$ cat src/hdl/assert_macros.svh
// Assertion macros shared by the decoder RTL.
// Depends on nothing; compiled out when SYNTHESIS is defined.
`ifndef ASSERT_MACROS_SVH
`define ASSERT_MACROS_SVH

`ifndef SYNTHESIS

// Clocked check, quiet while reset is asserted.
`define ASSERT_CLK(lbl, clk_sig, rst_sig, prop, msg) \
    lbl: assert property (@(posedge clk_sig) disable iff (!rst_sig) (prop)) else $error(msg);

// Clocked check that must also hold during reset.
`define ASSERT_ALWAYS(lbl, clk_sig, prop, msg) \
    lbl: assert property (@(posedge clk_sig) (prop)) else $error(msg);

`else

`define ASSERT_CLK(lbl, clk_sig, rst_sig, prop, msg)

`define ASSERT_ALWAYS(lbl, clk_sig, prop, msg)

`endif

`endif

$ cat src/hdl/opvd_pkg.sv
// Types, parameter codes and scaling constants for the OBD PID value decoder.
// No dependencies; imported by obd_pid_value_decoder_core.
`timescale 1ns / 1ps

package opvd_pkg;

    // Port widths
    localparam int S_DATA_W = 40;   // bytes A..E
    localparam int S_USER_W = 11;   // pid code, value index
    localparam int M_DATA_W = 48;   // scaled value padded to whole bytes

    localparam int VAL_W      = 46;
    localparam int FRAC_BITS  = 16;
    localparam int NUM_W      = 32;
    localparam int QUO_W      = 30;
    localparam int RECIP_W    = 30;
    localparam int RECIP_SH   = 32;
    localparam int COEF_W     = 31;
    localparam int COEF_SHIFT = 18;
    localparam int FPROD_W    = 40;
    localparam int FRAC_W     = FPROD_W - COEF_SHIFT;

    localparam int PCT_SCALE    = 100;
    localparam int RAIL_SCALE   = 79;
    localparam int TRIM_STEP_Q  = 51200;   // 100/128 in Q.16

    typedef logic signed [VAL_W-1:0] val_t;

    // Value index selections
    localparam logic [2:0] IDX_SECOND = 3'd2;
    localparam logic [2:0] IDX_THIRD  = 3'd3;
    localparam logic [2:0] IDX_FOURTH = 3'd4;

    // Mode 01 parameter codes
    localparam logic [7:0] PID_ENGINE_LOAD       = 8'h04;
    localparam logic [7:0] PID_COOLANT_TEMP      = 8'h05;
    localparam logic [7:0] PID_LTFT_B1           = 8'h07;
    localparam logic [7:0] PID_STFT_B2           = 8'h08;
    localparam logic [7:0] PID_LTFT_B2           = 8'h09;
    localparam logic [7:0] PID_FUEL_PRESS        = 8'h0a;
    localparam logic [7:0] PID_INTAKE_MAP        = 8'h0b;
    localparam logic [7:0] PID_ENGINE_RPM        = 8'h0c;
    localparam logic [7:0] PID_VEHICLE_SPEED     = 8'h0d;
    localparam logic [7:0] PID_TIMING_ADV        = 8'h0e;
    localparam logic [7:0] PID_INTAKE_TEMP       = 8'h0f;
    localparam logic [7:0] PID_MAF_RATE          = 8'h10;
    localparam logic [7:0] PID_THROTTLE          = 8'h11;
    localparam logic [7:0] PID_O2_VOLT_FIRST     = 8'h14;
    localparam logic [7:0] PID_O2_VOLT_LAST      = 8'h1b;
    localparam logic [7:0] PID_RUN_TIME          = 8'h1f;
    localparam logic [7:0] PID_DIST_MIL          = 8'h21;
    localparam logic [7:0] PID_RAIL_PRESS_REL    = 8'h22;
    localparam logic [7:0] PID_RAIL_PRESS_GAUGE  = 8'h23;
    localparam logic [7:0] PID_O2_LAMBDA_V_FIRST = 8'h24;
    localparam logic [7:0] PID_O2_LAMBDA_V_LAST  = 8'h2b;
    localparam logic [7:0] PID_EGR_CMD           = 8'h2c;
    localparam logic [7:0] PID_EGR_ERROR         = 8'h2d;
    localparam logic [7:0] PID_EVAP_PURGE        = 8'h2e;
    localparam logic [7:0] PID_FUEL_LEVEL        = 8'h2f;
    localparam logic [7:0] PID_WARMUPS           = 8'h30;
    localparam logic [7:0] PID_DIST_CLEAR        = 8'h31;
    localparam logic [7:0] PID_EVAP_VAPOR        = 8'h32;
    localparam logic [7:0] PID_BARO              = 8'h33;
    localparam logic [7:0] PID_O2_LAMBDA_I_FIRST = 8'h34;
    localparam logic [7:0] PID_O2_LAMBDA_I_LAST  = 8'h3b;
    localparam logic [7:0] PID_CAT_TEMP_FIRST    = 8'h3c;
    localparam logic [7:0] PID_CAT_TEMP_LAST     = 8'h3f;
    localparam logic [7:0] PID_MODULE_VOLT       = 8'h42;
    localparam logic [7:0] PID_ABS_LOAD          = 8'h43;
    localparam logic [7:0] PID_LAMBDA_CMD        = 8'h44;
    localparam logic [7:0] PID_REL_THROTTLE      = 8'h45;
    localparam logic [7:0] PID_AMBIENT_TEMP      = 8'h46;
    localparam logic [7:0] PID_PEDAL_FIRST       = 8'h47;
    localparam logic [7:0] PID_PEDAL_LAST        = 8'h4c;
    localparam logic [7:0] PID_TIME_MIL          = 8'h4d;
    localparam logic [7:0] PID_TIME_CLEAR        = 8'h4e;
    localparam logic [7:0] PID_MAX_VALUES        = 8'h4f;
    localparam logic [7:0] PID_MAF_MAX           = 8'h50;
    localparam logic [7:0] PID_ETHANOL           = 8'h52;
    localparam logic [7:0] PID_EVAP_ABS          = 8'h53;
    localparam logic [7:0] PID_EVAP_SYS          = 8'h54;
    localparam logic [7:0] PID_SEC_O2_FIRST      = 8'h55;
    localparam logic [7:0] PID_SEC_O2_LAST       = 8'h58;
    localparam logic [7:0] PID_RAIL_PRESS_ABS    = 8'h59;
    localparam logic [7:0] PID_REL_PEDAL         = 8'h5a;
    localparam logic [7:0] PID_HYBRID_BATT       = 8'h5b;
    localparam logic [7:0] PID_OIL_TEMP          = 8'h5c;
    localparam logic [7:0] PID_INJ_TIMING        = 8'h5d;
    localparam logic [7:0] PID_FUEL_RATE         = 8'h5e;
    localparam logic [7:0] PID_TORQUE_DEMAND     = 8'h61;
    localparam logic [7:0] PID_TORQUE_ACTUAL     = 8'h62;
    localparam logic [7:0] PID_TORQUE_REF        = 8'h63;
    localparam logic [7:0] PID_MAF_SENSOR        = 8'h66;
    localparam logic [7:0] PID_COOLANT_TEMP2     = 8'h67;
    localparam logic [7:0] PID_INTAKE_TEMP2      = 8'h68;
    localparam logic [7:0] PID_DPF_TEMP          = 8'h7c;
    localparam logic [7:0] PID_TORQUE_FRICTION   = 8'h8e;
    localparam logic [7:0] PID_CYL_FUEL_RATE     = 8'ha2;
    localparam logic [7:0] PID_GEAR              = 8'ha4;
    localparam logic [7:0] PID_DEF_DOSING        = 8'ha5;
    localparam logic [7:0] PID_ODOMETER          = 8'ha6;
    localparam logic [7:0] PID_ABS_SWITCH        = 8'ha9;

    // Ratio class: result = round(num * 2^k / d), d odd
    typedef enum logic [2:0] {
        DIV_25_K13,
        DIV_125_K13,
        DIV_25_K14,
        DIV_5_K14,
        DIV_5_K15,
        DIV_255_K16
    } div_cls_t;

    typedef struct packed {
        logic [7:0] pid;
        logic [7:0] a;
        logic [7:0] b;
        logic [7:0] c;
        logic [7:0] d;
        logic [7:0] e;
        logic [2:0] idx;
    } in_t;

    typedef struct packed {
        logic             unknown;
        val_t             base;
        logic [NUM_W-1:0] num;
        div_cls_t         cls;
    } dec_t;

    typedef struct packed {
        logic             unknown;
        val_t             base;
        logic [NUM_W-1:0] num;
        div_cls_t         cls;
        logic [QUO_W-1:0] q;
    } quo_t;

    typedef struct packed {
        logic             unknown;
        val_t             base;
        div_cls_t         cls;
        logic [QUO_W-1:0] q;
        logic [7:0]       r;
    } rem_t;

    typedef struct packed {
        logic unknown;
        val_t value;
    } out_t;

    function automatic logic [7:0] div_of(input div_cls_t cls);
        case (cls)
            DIV_25_K13:  return 8'd25;
            DIV_125_K13: return 8'd125;
            DIV_25_K14:  return 8'd25;
            DIV_5_K14:   return 8'd5;
            DIV_5_K15:   return 8'd5;
            DIV_255_K16: return 8'd255;
            default:     return 8'd5;
        endcase
    endfunction

    // floor(2^32 / d): quotient estimate low by at most one
    function automatic logic [RECIP_W-1:0] recip_of(input div_cls_t cls);
        case (cls)
            DIV_25_K13:  return RECIP_W'(171798691);
            DIV_125_K13: return RECIP_W'(34359738);
            DIV_25_K14:  return RECIP_W'(171798691);
            DIV_5_K14:   return RECIP_W'(858993459);
            DIV_5_K15:   return RECIP_W'(858993459);
            DIV_255_K16: return RECIP_W'(16843009);
            default:     return RECIP_W'(858993459);
        endcase
    endfunction

    // floor(2^(k+18) / d): turns a remainder into rounded fraction steps
    function automatic logic [COEF_W-1:0] frac_coef(input div_cls_t cls);
        case (cls)
            DIV_25_K13:  return COEF_W'(85899345);
            DIV_125_K13: return COEF_W'(17179869);
            DIV_25_K14:  return COEF_W'(171798691);
            DIV_5_K14:   return COEF_W'(858993459);
            DIV_5_K15:   return COEF_W'(1717986918);
            DIV_255_K16: return COEF_W'(67372036);
            default:     return COEF_W'(1717986918);
        endcase
    endfunction

    function automatic logic [4:0] frac_shift(input div_cls_t cls);
        case (cls)
            DIV_25_K13:  return 5'd13;
            DIV_125_K13: return 5'd13;
            DIV_25_K14:  return 5'd14;
            DIV_5_K14:   return 5'd14;
            DIV_5_K15:   return 5'd15;
            DIV_255_K16: return 5'd16;
            default:     return 5'd15;
        endcase
    endfunction

    function automatic val_t ext(input logic [31:0] x);
        return val_t'({{(VAL_W - 32){1'b0}}, x});
    endfunction

    function automatic val_t q_int(input val_t x);
        return x <<< FRAC_BITS;
    endfunction

endpackage

$ cat src/hdl/obd_pid_value_decoder_core.sv
// OBD-II mode 01 parameter value decoder, five-register pipeline.
// Depends on opvd_pkg and assert_macros.svh.
`timescale 1ns / 1ps
`include "assert_macros.svh"

// Decodes one mode 01 response beat (parameter code, bytes A..E, value index) into the
// physical value as signed Q.16, rounded to nearest, with m_tuser set and the value zero
// for codes that have no formula. One beat is accepted every cycle while s_tready is high; the
// pipeline is input register, code decode, reciprocal multiply for the constant divisor,
// remainder correction, then fraction multiply and final sum into the output register.
// Stages hold independently, so empty slots keep accepting while a finished result waits
// on m_tready.
module obd_pid_value_decoder_core
(
    input  logic                           clk,
    input  logic                           rst_n,
    input  logic                           s_tvalid,
    output logic                           s_tready,
    input  logic [opvd_pkg::S_DATA_W-1:0]  s_tdata,   // byte_a, byte_b, byte_c, byte_d, byte_e
    input  logic [opvd_pkg::S_USER_W-1:0]  s_tuser,   // pid_code, value_index
    output logic                           m_tvalid,
    input  logic                           m_tready,
    output logic [opvd_pkg::M_DATA_W-1:0]  m_tdata,   // scaled_value, zero pad
    output logic                           m_tuser    // unknown_code
);
    import opvd_pkg::*;

    in_t   in_reg;
    dec_t  dec_reg,  dec_next;
    quo_t  quo_reg,  quo_next;
    rem_t  rem_reg,  rem_next;
    out_t  out_reg,  out_next;
    logic  in_vld_reg, dec_vld_reg, quo_vld_reg, rem_vld_reg, out_vld_reg;
    logic  in_rdy, dec_rdy, quo_rdy, rem_rdy, out_rdy;

    logic [15:0]          ab, bc, cd, de;
    logic [31:0]          abcd;
    logic                 second;
    val_t                 va, vb, vc, vd, vab, vbc, vcd, vde;
    logic [2*NUM_W-3:0]   recip_prod;
    logic [NUM_W-1:0]     rem_full;
    logic [8:0]           rem_est;
    logic [8:0]           rem_div;
    logic [FPROD_W-1:0]   frac_prod;
    logic [FRAC_W-1:0]    frac;

    // ------------------------------------------------------------------
    // Flow control: each stage loads when empty or when its successor moves
    // ------------------------------------------------------------------
    assign out_rdy  = !out_vld_reg || m_tready;
    assign rem_rdy  = !rem_vld_reg || out_rdy;
    assign quo_rdy  = !quo_vld_reg || rem_rdy;
    assign dec_rdy  = !dec_vld_reg || quo_rdy;
    assign in_rdy   = !in_vld_reg  || dec_rdy;
    assign s_tready = in_rdy;

    always_ff @(posedge clk or negedge rst_n)
    begin
        if (!rst_n)
        begin
            in_vld_reg  <= 1'b0;
            dec_vld_reg <= 1'b0;
            quo_vld_reg <= 1'b0;
            rem_vld_reg <= 1'b0;
            out_vld_reg <= 1'b0;
        end
        else
        begin
            if (in_rdy)
                in_vld_reg <= s_tvalid;
            if (dec_rdy)
                dec_vld_reg <= in_vld_reg;
            if (quo_rdy)
                quo_vld_reg <= dec_vld_reg;
            if (rem_rdy)
                rem_vld_reg <= quo_vld_reg;
            if (out_rdy)
                out_vld_reg <= rem_vld_reg;
        end
    end

    always_ff @(posedge clk)
    begin
        if (in_rdy && s_tvalid)
        begin
            in_reg.a   <= s_tdata[7:0];
            in_reg.b   <= s_tdata[15:8];
            in_reg.c   <= s_tdata[23:16];
            in_reg.d   <= s_tdata[31:24];
            in_reg.e   <= s_tdata[39:32];
            in_reg.pid <= s_tuser[7:0];
            in_reg.idx <= s_tuser[10:8];
        end
        if (dec_rdy && in_vld_reg)
            dec_reg <= dec_next;
        if (quo_rdy && dec_vld_reg)
            quo_reg <= quo_next;
        if (rem_rdy && quo_vld_reg)
            rem_reg <= rem_next;
        if (out_rdy && rem_vld_reg)
            out_reg <= out_next;
    end

    // ------------------------------------------------------------------
    // Decode: exact formulas land in base; ratios leave num and a divisor class
    // ------------------------------------------------------------------
    assign ab     = {in_reg.a, in_reg.b};
    assign bc     = {in_reg.b, in_reg.c};
    assign cd     = {in_reg.c, in_reg.d};
    assign de     = {in_reg.d, in_reg.e};
    assign abcd   = {in_reg.a, in_reg.b, in_reg.c, in_reg.d};
    assign second = (in_reg.idx == IDX_SECOND);
    assign va     = ext(32'(in_reg.a));
    assign vb     = ext(32'(in_reg.b));
    assign vc     = ext(32'(in_reg.c));
    assign vd     = ext(32'(in_reg.d));
    assign vab    = ext(32'(ab));
    assign vbc    = ext(32'(bc));
    assign vcd    = ext(32'(cd));
    assign vde    = ext(32'(de));

    always_comb
    begin
        dec_next.unknown = 1'b0;
        dec_next.base    = '0;
        dec_next.num     = '0;
        dec_next.cls     = DIV_5_K15;
        case (in_reg.pid) inside
            PID_TORQUE_DEMAND, PID_TORQUE_ACTUAL, PID_TORQUE_FRICTION:
                dec_next.base = q_int(va - val_t'(125));
            PID_COOLANT_TEMP, PID_INTAKE_TEMP, PID_AMBIENT_TEMP, PID_OIL_TEMP:
                dec_next.base = q_int(va - val_t'(40));
            PID_MAF_MAX:
                dec_next.base = q_int(va * val_t'(10));
            [PID_O2_VOLT_FIRST:PID_O2_VOLT_LAST]:
            begin
                if (second)
                    dec_next.base = vb * val_t'(TRIM_STEP_Q) - q_int(val_t'(100));
                else
                begin
                    dec_next.num = 32'(in_reg.a);
                    dec_next.cls = DIV_25_K13;
                end
            end
            PID_TIMING_ADV:
                dec_next.base = (va <<< (FRAC_BITS - 1)) - q_int(val_t'(64));
            PID_ODOMETER:
            begin
                dec_next.num = abcd;
                dec_next.cls = DIV_5_K15;
            end
            PID_MAX_VALUES:
            begin
                if (in_reg.idx == IDX_SECOND)
                    dec_next.base = q_int(vb);
                else if (in_reg.idx == IDX_THIRD)
                    dec_next.base = q_int(vc);
                else if (in_reg.idx == IDX_FOURTH)
                    dec_next.base = q_int(vd * val_t'(10));
                else
                    dec_next.base = q_int(va);
            end
            PID_INTAKE_MAP, PID_VEHICLE_SPEED, PID_WARMUPS, PID_BARO:
                dec_next.base = q_int(va);
            PID_EVAP_SYS, PID_RUN_TIME, PID_DIST_MIL, PID_DIST_CLEAR,
            PID_TIME_MIL, PID_TIME_CLEAR, PID_TORQUE_REF:
                dec_next.base = q_int(vab);
            PID_MODULE_VOLT:
            begin
                dec_next.num = 32'(ab);
                dec_next.cls = DIV_125_K13;
            end
            PID_EVAP_ABS:
            begin
                dec_next.num = 32'(ab);
                dec_next.cls = DIV_25_K13;
            end
            PID_INJ_TIMING:
                dec_next.base = (vab <<< (FRAC_BITS - 7)) - q_int(val_t'(210));
            PID_MAF_RATE:
            begin
                dec_next.num = 32'(ab);
                dec_next.cls = DIV_25_K14;
            end
            PID_CYL_FUEL_RATE:
                dec_next.base = vab <<< (FRAC_BITS - 5);
            PID_FUEL_RATE:
            begin
                dec_next.num = 32'(ab);
                dec_next.cls = DIV_5_K14;
            end
            [PID_CAT_TEMP_FIRST:PID_CAT_TEMP_LAST], PID_DPF_TEMP:
            begin
                dec_next.num  = 32'(ab);
                dec_next.cls  = DIV_5_K15;
                dec_next.base = -q_int(val_t'(40));
            end
            PID_EVAP_VAPOR:
                dec_next.base = val_t'(signed'(ab)) <<< (FRAC_BITS - 2);
            PID_ENGINE_RPM:
                dec_next.base = vab <<< (FRAC_BITS - 2);
            [PID_PEDAL_FIRST:PID_PEDAL_LAST], PID_ENGINE_LOAD, PID_THROTTLE,
            PID_EGR_CMD, PID_EVAP_PURGE, PID_FUEL_LEVEL, PID_REL_THROTTLE,
            PID_ETHANOL, PID_REL_PEDAL, PID_HYBRID_BATT:
            begin
                dec_next.num = 32'(in_reg.a) * 32'(PCT_SCALE);
                dec_next.cls = DIV_255_K16;
            end
            PID_LTFT_B1, PID_STFT_B2, PID_LTFT_B2, PID_EGR_ERROR:
                dec_next.base = va * val_t'(TRIM_STEP_Q) - q_int(val_t'(100));
            [PID_SEC_O2_FIRST:PID_SEC_O2_LAST]:
                dec_next.base = (second ? vb : va) * val_t'(TRIM_STEP_Q)
                                - q_int(val_t'(100));
            PID_ABS_LOAD:
            begin
                dec_next.num = 32'(ab) * 32'(PCT_SCALE);
                dec_next.cls = DIV_255_K16;
            end
            PID_RAIL_PRESS_GAUGE, PID_RAIL_PRESS_ABS:
                dec_next.base = q_int(vab * val_t'(10));
            PID_FUEL_PRESS:
                dec_next.base = q_int(va * val_t'(3));
            [PID_O2_LAMBDA_V_FIRST:PID_O2_LAMBDA_V_LAST]:
                dec_next.base = second ? (vcd <<< 3) : (vab <<< 1);
            [PID_O2_LAMBDA_I_FIRST:PID_O2_LAMBDA_I_LAST]:
                dec_next.base = second ? ((vcd <<< 8) - q_int(val_t'(128))) : (vab <<< 1);
            PID_LAMBDA_CMD:
                dec_next.base = vab <<< 1;
            PID_RAIL_PRESS_REL:
            begin
                dec_next.num = 32'(ab) * 32'(RAIL_SCALE);
                dec_next.cls = DIV_125_K13;
            end
            PID_GEAR:
            begin
                dec_next.num = 32'(cd);
                dec_next.cls = DIV_125_K13;
            end
            PID_MAF_SENSOR:
                dec_next.base = second ? (vde <<< (FRAC_BITS - 5)) : (vbc <<< (FRAC_BITS - 5));
            PID_COOLANT_TEMP2, PID_INTAKE_TEMP2:
                dec_next.base = q_int((second ? vc : vb) - val_t'(40));
            PID_ABS_SWITCH:
                dec_next.base = q_int(val_t'(in_reg.b[0]));
            PID_DEF_DOSING:
                dec_next.base = vb <<< (FRAC_BITS - 1);
            default:
                dec_next.unknown = 1'b1;
        endcase
    end

    // ------------------------------------------------------------------
    // Quotient estimate: num * floor(2^32/d) >> 32, low by at most one
    // ------------------------------------------------------------------
    assign recip_prod = (2*NUM_W-2)'(dec_reg.num) * (2*NUM_W-2)'(recip_of(dec_reg.cls));

    always_comb
    begin
        quo_next.unknown = dec_reg.unknown;
        quo_next.base    = dec_reg.base;
        quo_next.num     = dec_reg.num;
        quo_next.cls     = dec_reg.cls;
        quo_next.q       = recip_prod[RECIP_SH +: QUO_W];
    end

    // ------------------------------------------------------------------
    // Remainder and one correction step
    // ------------------------------------------------------------------
    assign rem_full = quo_reg.num - NUM_W'(quo_reg.q) * NUM_W'(div_of(quo_reg.cls));
    assign rem_est  = rem_full[8:0];
    assign rem_div  = 9'(div_of(quo_reg.cls));

    always_comb
    begin
        rem_next.unknown = quo_reg.unknown;
        rem_next.base    = quo_reg.base;
        rem_next.cls     = quo_reg.cls;
        if (rem_est >= rem_div)
        begin
            rem_next.q = quo_reg.q + QUO_W'(1);
            rem_next.r = 8'(rem_est - rem_div);
        end
        else
        begin
            rem_next.q = quo_reg.q;
            rem_next.r = rem_est[7:0];
        end
    end

    // ------------------------------------------------------------------
    // Rounded fraction of r/d, then q * 2^k + fraction + offset
    // ------------------------------------------------------------------
    assign frac_prod = FPROD_W'(rem_reg.r) * FPROD_W'(frac_coef(rem_reg.cls))
                       + FPROD_W'(1 << (COEF_SHIFT - 1));
    assign frac      = frac_prod[FPROD_W-1:COEF_SHIFT];

    always_comb
    begin
        out_next.unknown = rem_reg.unknown;
        out_next.value   = rem_reg.base
                           + (ext(32'(rem_reg.q)) <<< frac_shift(rem_reg.cls))
                           + ext(32'(frac));
    end

    assign m_tvalid = out_vld_reg;
    assign m_tdata  = {{(M_DATA_W - VAL_W){1'b0}}, out_reg.value};
    assign m_tuser  = out_reg.unknown;

    // ------------------------------------------------------------------
    // Checks
    // ------------------------------------------------------------------
    `ASSERT_CLK(a_unknown_gives_zero, clk, rst_n, m_tvalid && m_tuser |-> m_tdata == '0, "unknown code with nonzero value")
    `ASSERT_CLK(a_rem_below_div, clk, rst_n, rem_vld_reg |-> 9'(rem_reg.r) < 9'(div_of(rem_reg.cls)), "remainder not reduced below divisor")
    `ASSERT_CLK(a_unknown_clean, clk, rst_n, dec_vld_reg && dec_reg.unknown |-> dec_reg.num == '0 && dec_reg.base == '0, "unknown code carries a value")
    `ASSERT_ALWAYS(a_stall_only_full, clk, !s_tready |-> in_vld_reg && dec_vld_reg && quo_vld_reg && rem_vld_reg && out_vld_reg, "input stalled with an empty stage")

endmodule
$ cat config.mk
export PLATFORM = sky130hd
export DESIGN_NAME = obd_pid_value_decoder_core
export DESIGN_NICKNAME = d
export VERILOG_FILES = /design/src/hdl/opvd_pkg.sv /design/src/hdl/obd_pid_value_decoder_core.sv
export VERILOG_INCLUDE_DIRS = /design/src /design/src/hdl
export SDC_FILE = /design/constraint.sdc
export NUM_CORES = 2
export LEC_CHECK = 0
export ABC_AREA = 1
export BUFFER_PORTS_ARGS = -buffer_cell sky130_fd_sc_hd__buf_2
export CELL_PAD_IN_SITES_DETAIL_PLACEMENT = 0
export CELL_PAD_IN_SITES_GLOBAL_PLACEMENT = 2
export CORE_MARGIN = 2
export CORE_UTILIZATION = 35
export DETAILED_ROUTE_END_ITERATION = 6
export MAX_ROUTING_LAYER = met4
export PLACE_DENSITY = 0.83
export SLEW_MARGIN = 20
export SYNTH_ARGS = -nofsm -noshare
export SYNTH_HDL_FRONTEND = slang
export SYNTH_SLANG_ARGS = --single-unit
$ cat constraint.sdc
create_clock -name clk -period 10.3 [get_ports clk]
set_input_delay 1.03 -clock clk [delete_from_list [all_inputs] [get_ports clk]]
set_output_delay 1.03 -clock clk [all_outputs]
set_load 0.01 [all_outputs]
==> metrics <==
status=completed; synthesized cell area=slightly above 60000 um^2; first-pass GRT wire length=between 300000 and 400000 um; post-route ant nets=0; DR vias/cell=approximately 5; Fillers=~18k; initial antenna violation count=7; startpoint types=flip-flop; reg2reg end=m_tdata[39]; Final period util=0.941; worst setup path class=flip-flop to flip-flop; Final nets=approximately 9k; worst clock skew=38.9 ps; Reg area=roughly 9900 um^2; Worst-Margin Slew=~1200 ps; worst-path maximum fanout=10; post-CTS resize count=0; DR iter-0 viols=4349; worst min-delay path category=input pin to asynchronous set/reset pin; Fin. Hold Viols=0; clk slew on worst S/H paths=roughly 70 ps; Worst slew margin=0.211; sequential share of the synthesized area=0.164; Worst setup endpoint=m_tdata[39]; ys async rst share=0.0151; share of the synthesized area in the top cell type=0.291; residual DRC count=0; Post-CTS Setup Bufs=0; DP HPWL=between 150000 and 200000 um; Clock Root Buffer=clkbuf_16; post-synthesis cell count=around 7.2k; Slew Limit Fails=0; multi-input logic area=roughly 43000 um^2; # IOs=around 110; full die area=between 150000 and 200000 um^2; Die Span X=421 um; Worst R2R Start=rem_reg[38]; total CTS buffers=38; cell taking the most area after synthesis=fa_1; All-Layer GR Usage=0.251; GRT overflow=0; post-layout util=0.382; max FFs per register=79; reg2reg setup slack=600 ps; buffers plus inverters on the worst setup path=5; CTS sink cnt=332; GPL Wtd Cong=0.999; CP arrival=10070 ps; commonest non-fill, non-tap cells in the layout=1818 x inv_1, 1099 x nand2_1, 884 x fa_1; starting density of the core=0.353; warning count from the yosys run=0; mean post-synth cell area=8.42 um^2; area delta synth->final=8.02%; final setup TNS=0 ps; # rows=approximately 150; crit-path most repeated cell=nand2_1; RSZ-0062 raised after global routing=no; I/O Buffers=around 100; Post-synth EDFFs=around 330; maximum clock frequency=slightly above 100 MHz; post-synth cell types=66; largest net degree at the start of global routing=73; Min Hold Slack=217 ps; Setup-failing EPs final=0; top cells by area, synth=fa_1 29%, ha_1 17%, edfxtp_1 16%, inv_1 11%, nand2_1 6.8%; CTS tree=built; CP Data Required Time=roughly 11000 ps; layout cells sized above 1=0.0471; wire per inst=22.2 um; crit path launch=rem_reg[38]; Die Height=between 400 and 500 um; most common library cell in the layout ignoring fill and taps=inv_1; critical path's top delay family=adder cells; CTS Hold Buffers Added=0; Critical-path top delay cell=fa_1; Synth Flop Type=edfxtp_1; TritonRoute pass-1 iters=7; Yosys reg bits=approximately 330; CTS max path bufs=3; CTS H-tree lvls=2; Worst-Skew Late Latency=approximately 620 ps; total number of vias=between 40k and 50k; max incr delay on CP=about 530 ps; Critical Path Stages=40; Reg2Reg Depth=40; core area=between 150000 and 200000 um^2; CP endpoint kind=flip-flop; Max Cap Viol=0; drt total wl=215000 um; Tmin final=9700 ps; vias in the first global route=49.1k
[worst register-to-register path, delay by kind of cell, from the launching register on]
family                     cells  cell delay [ps]
buffers and inverters          5              710
xor gates and xnor gates       2              400
AOI/OAI and AO/OA             10             2000
adders and majority gates      7             3320
DFF                            1              450
and+or+nand+nor               16             2550
[Yosys cell counts (all sizes together) (22+ instances only)]
master	instances
nand3	153
clkbuf	109
nand4	33
fa	884
o211ai	22
xnor2	65
xor2	139
a21oi	345
or2	28
ha	814
inv	1849
nand2	1109
a31oi	55
o221ai	34
o21ai	329
nor3	52
edfxtp	327
nor2	666
[final cells by class]
| type | count | share of cell area |
|---|---|---|
| timing repair buffer | 179 | 0.0165 |
| tap | 2310 | 0.0440 |
| sequential | 332 | 0.151 |
| clock buffer | 43 | 0.0148 |
| multi-input combinational | 4906 | 0.661 |
| antenna | 4 | 0.000152 |
| inverter | 1867 | 0.107 |
| clock inverter | 26 | 0.00492 |
[routing by layer]
metal | vias up | part of all wire | wire [um] | GRT usage
met5 | - | 0 | 0 | -
met4 | 0 | 0.025 | 5340 | 0.0550
met3 | 276 | 0.077 | 16600 | 0.0429
met2 | 1776 | 0.44 | 95100 | 0.381
met1 | 23900 | 0.45 | 97500 | 0.350
li1 | 22600 | - | - | -
[logic make-up after synthesis]
group	synth area share
fa+ha+maj	0.459
flops	0.164
xor+xnor	0.0298
other cells	0.000124
simple gates	0.138
compound gates	0.0856
mux	0.00115
buf+inv	0.124
[metrics by stage]
step | area, um^2 | instances | setup slack (ps)
2_1_floorplan | 60800 | 7233 | 2230
4_1_cts | 65700 | 9663 | 593
5_1_grt | 65700 | 9666 | 79.0
3_3_place_gp | 64400 | 9594 | 822
6_report | 65700 | 9667 | 604
3_5_place_dp | 64400 | 9594 | 642
[worst min-delay path by stage]
| stage | end | slack [ps] | start |
|---|---|---|---|
| 3_3_place_gp | quo_reg[76] | 400 | dec_reg[46] |
| 6_report | in_vld_reg | 220 | rst_n |
| 5_1_grt | in_vld_reg | 190 | rst_n |
| 4_1_cts | in_vld_reg | 170 | rst_n |
| 2_1_floorplan | m_tuser | 400 | out_next[46] |
| 3_5_place_dp | quo_reg[100] | 400 | dec_reg[70] |
Power is left out: the tool's default activity adds up to more than one toggle a clock period on the data nets, which glitch-free logic cannot reach.
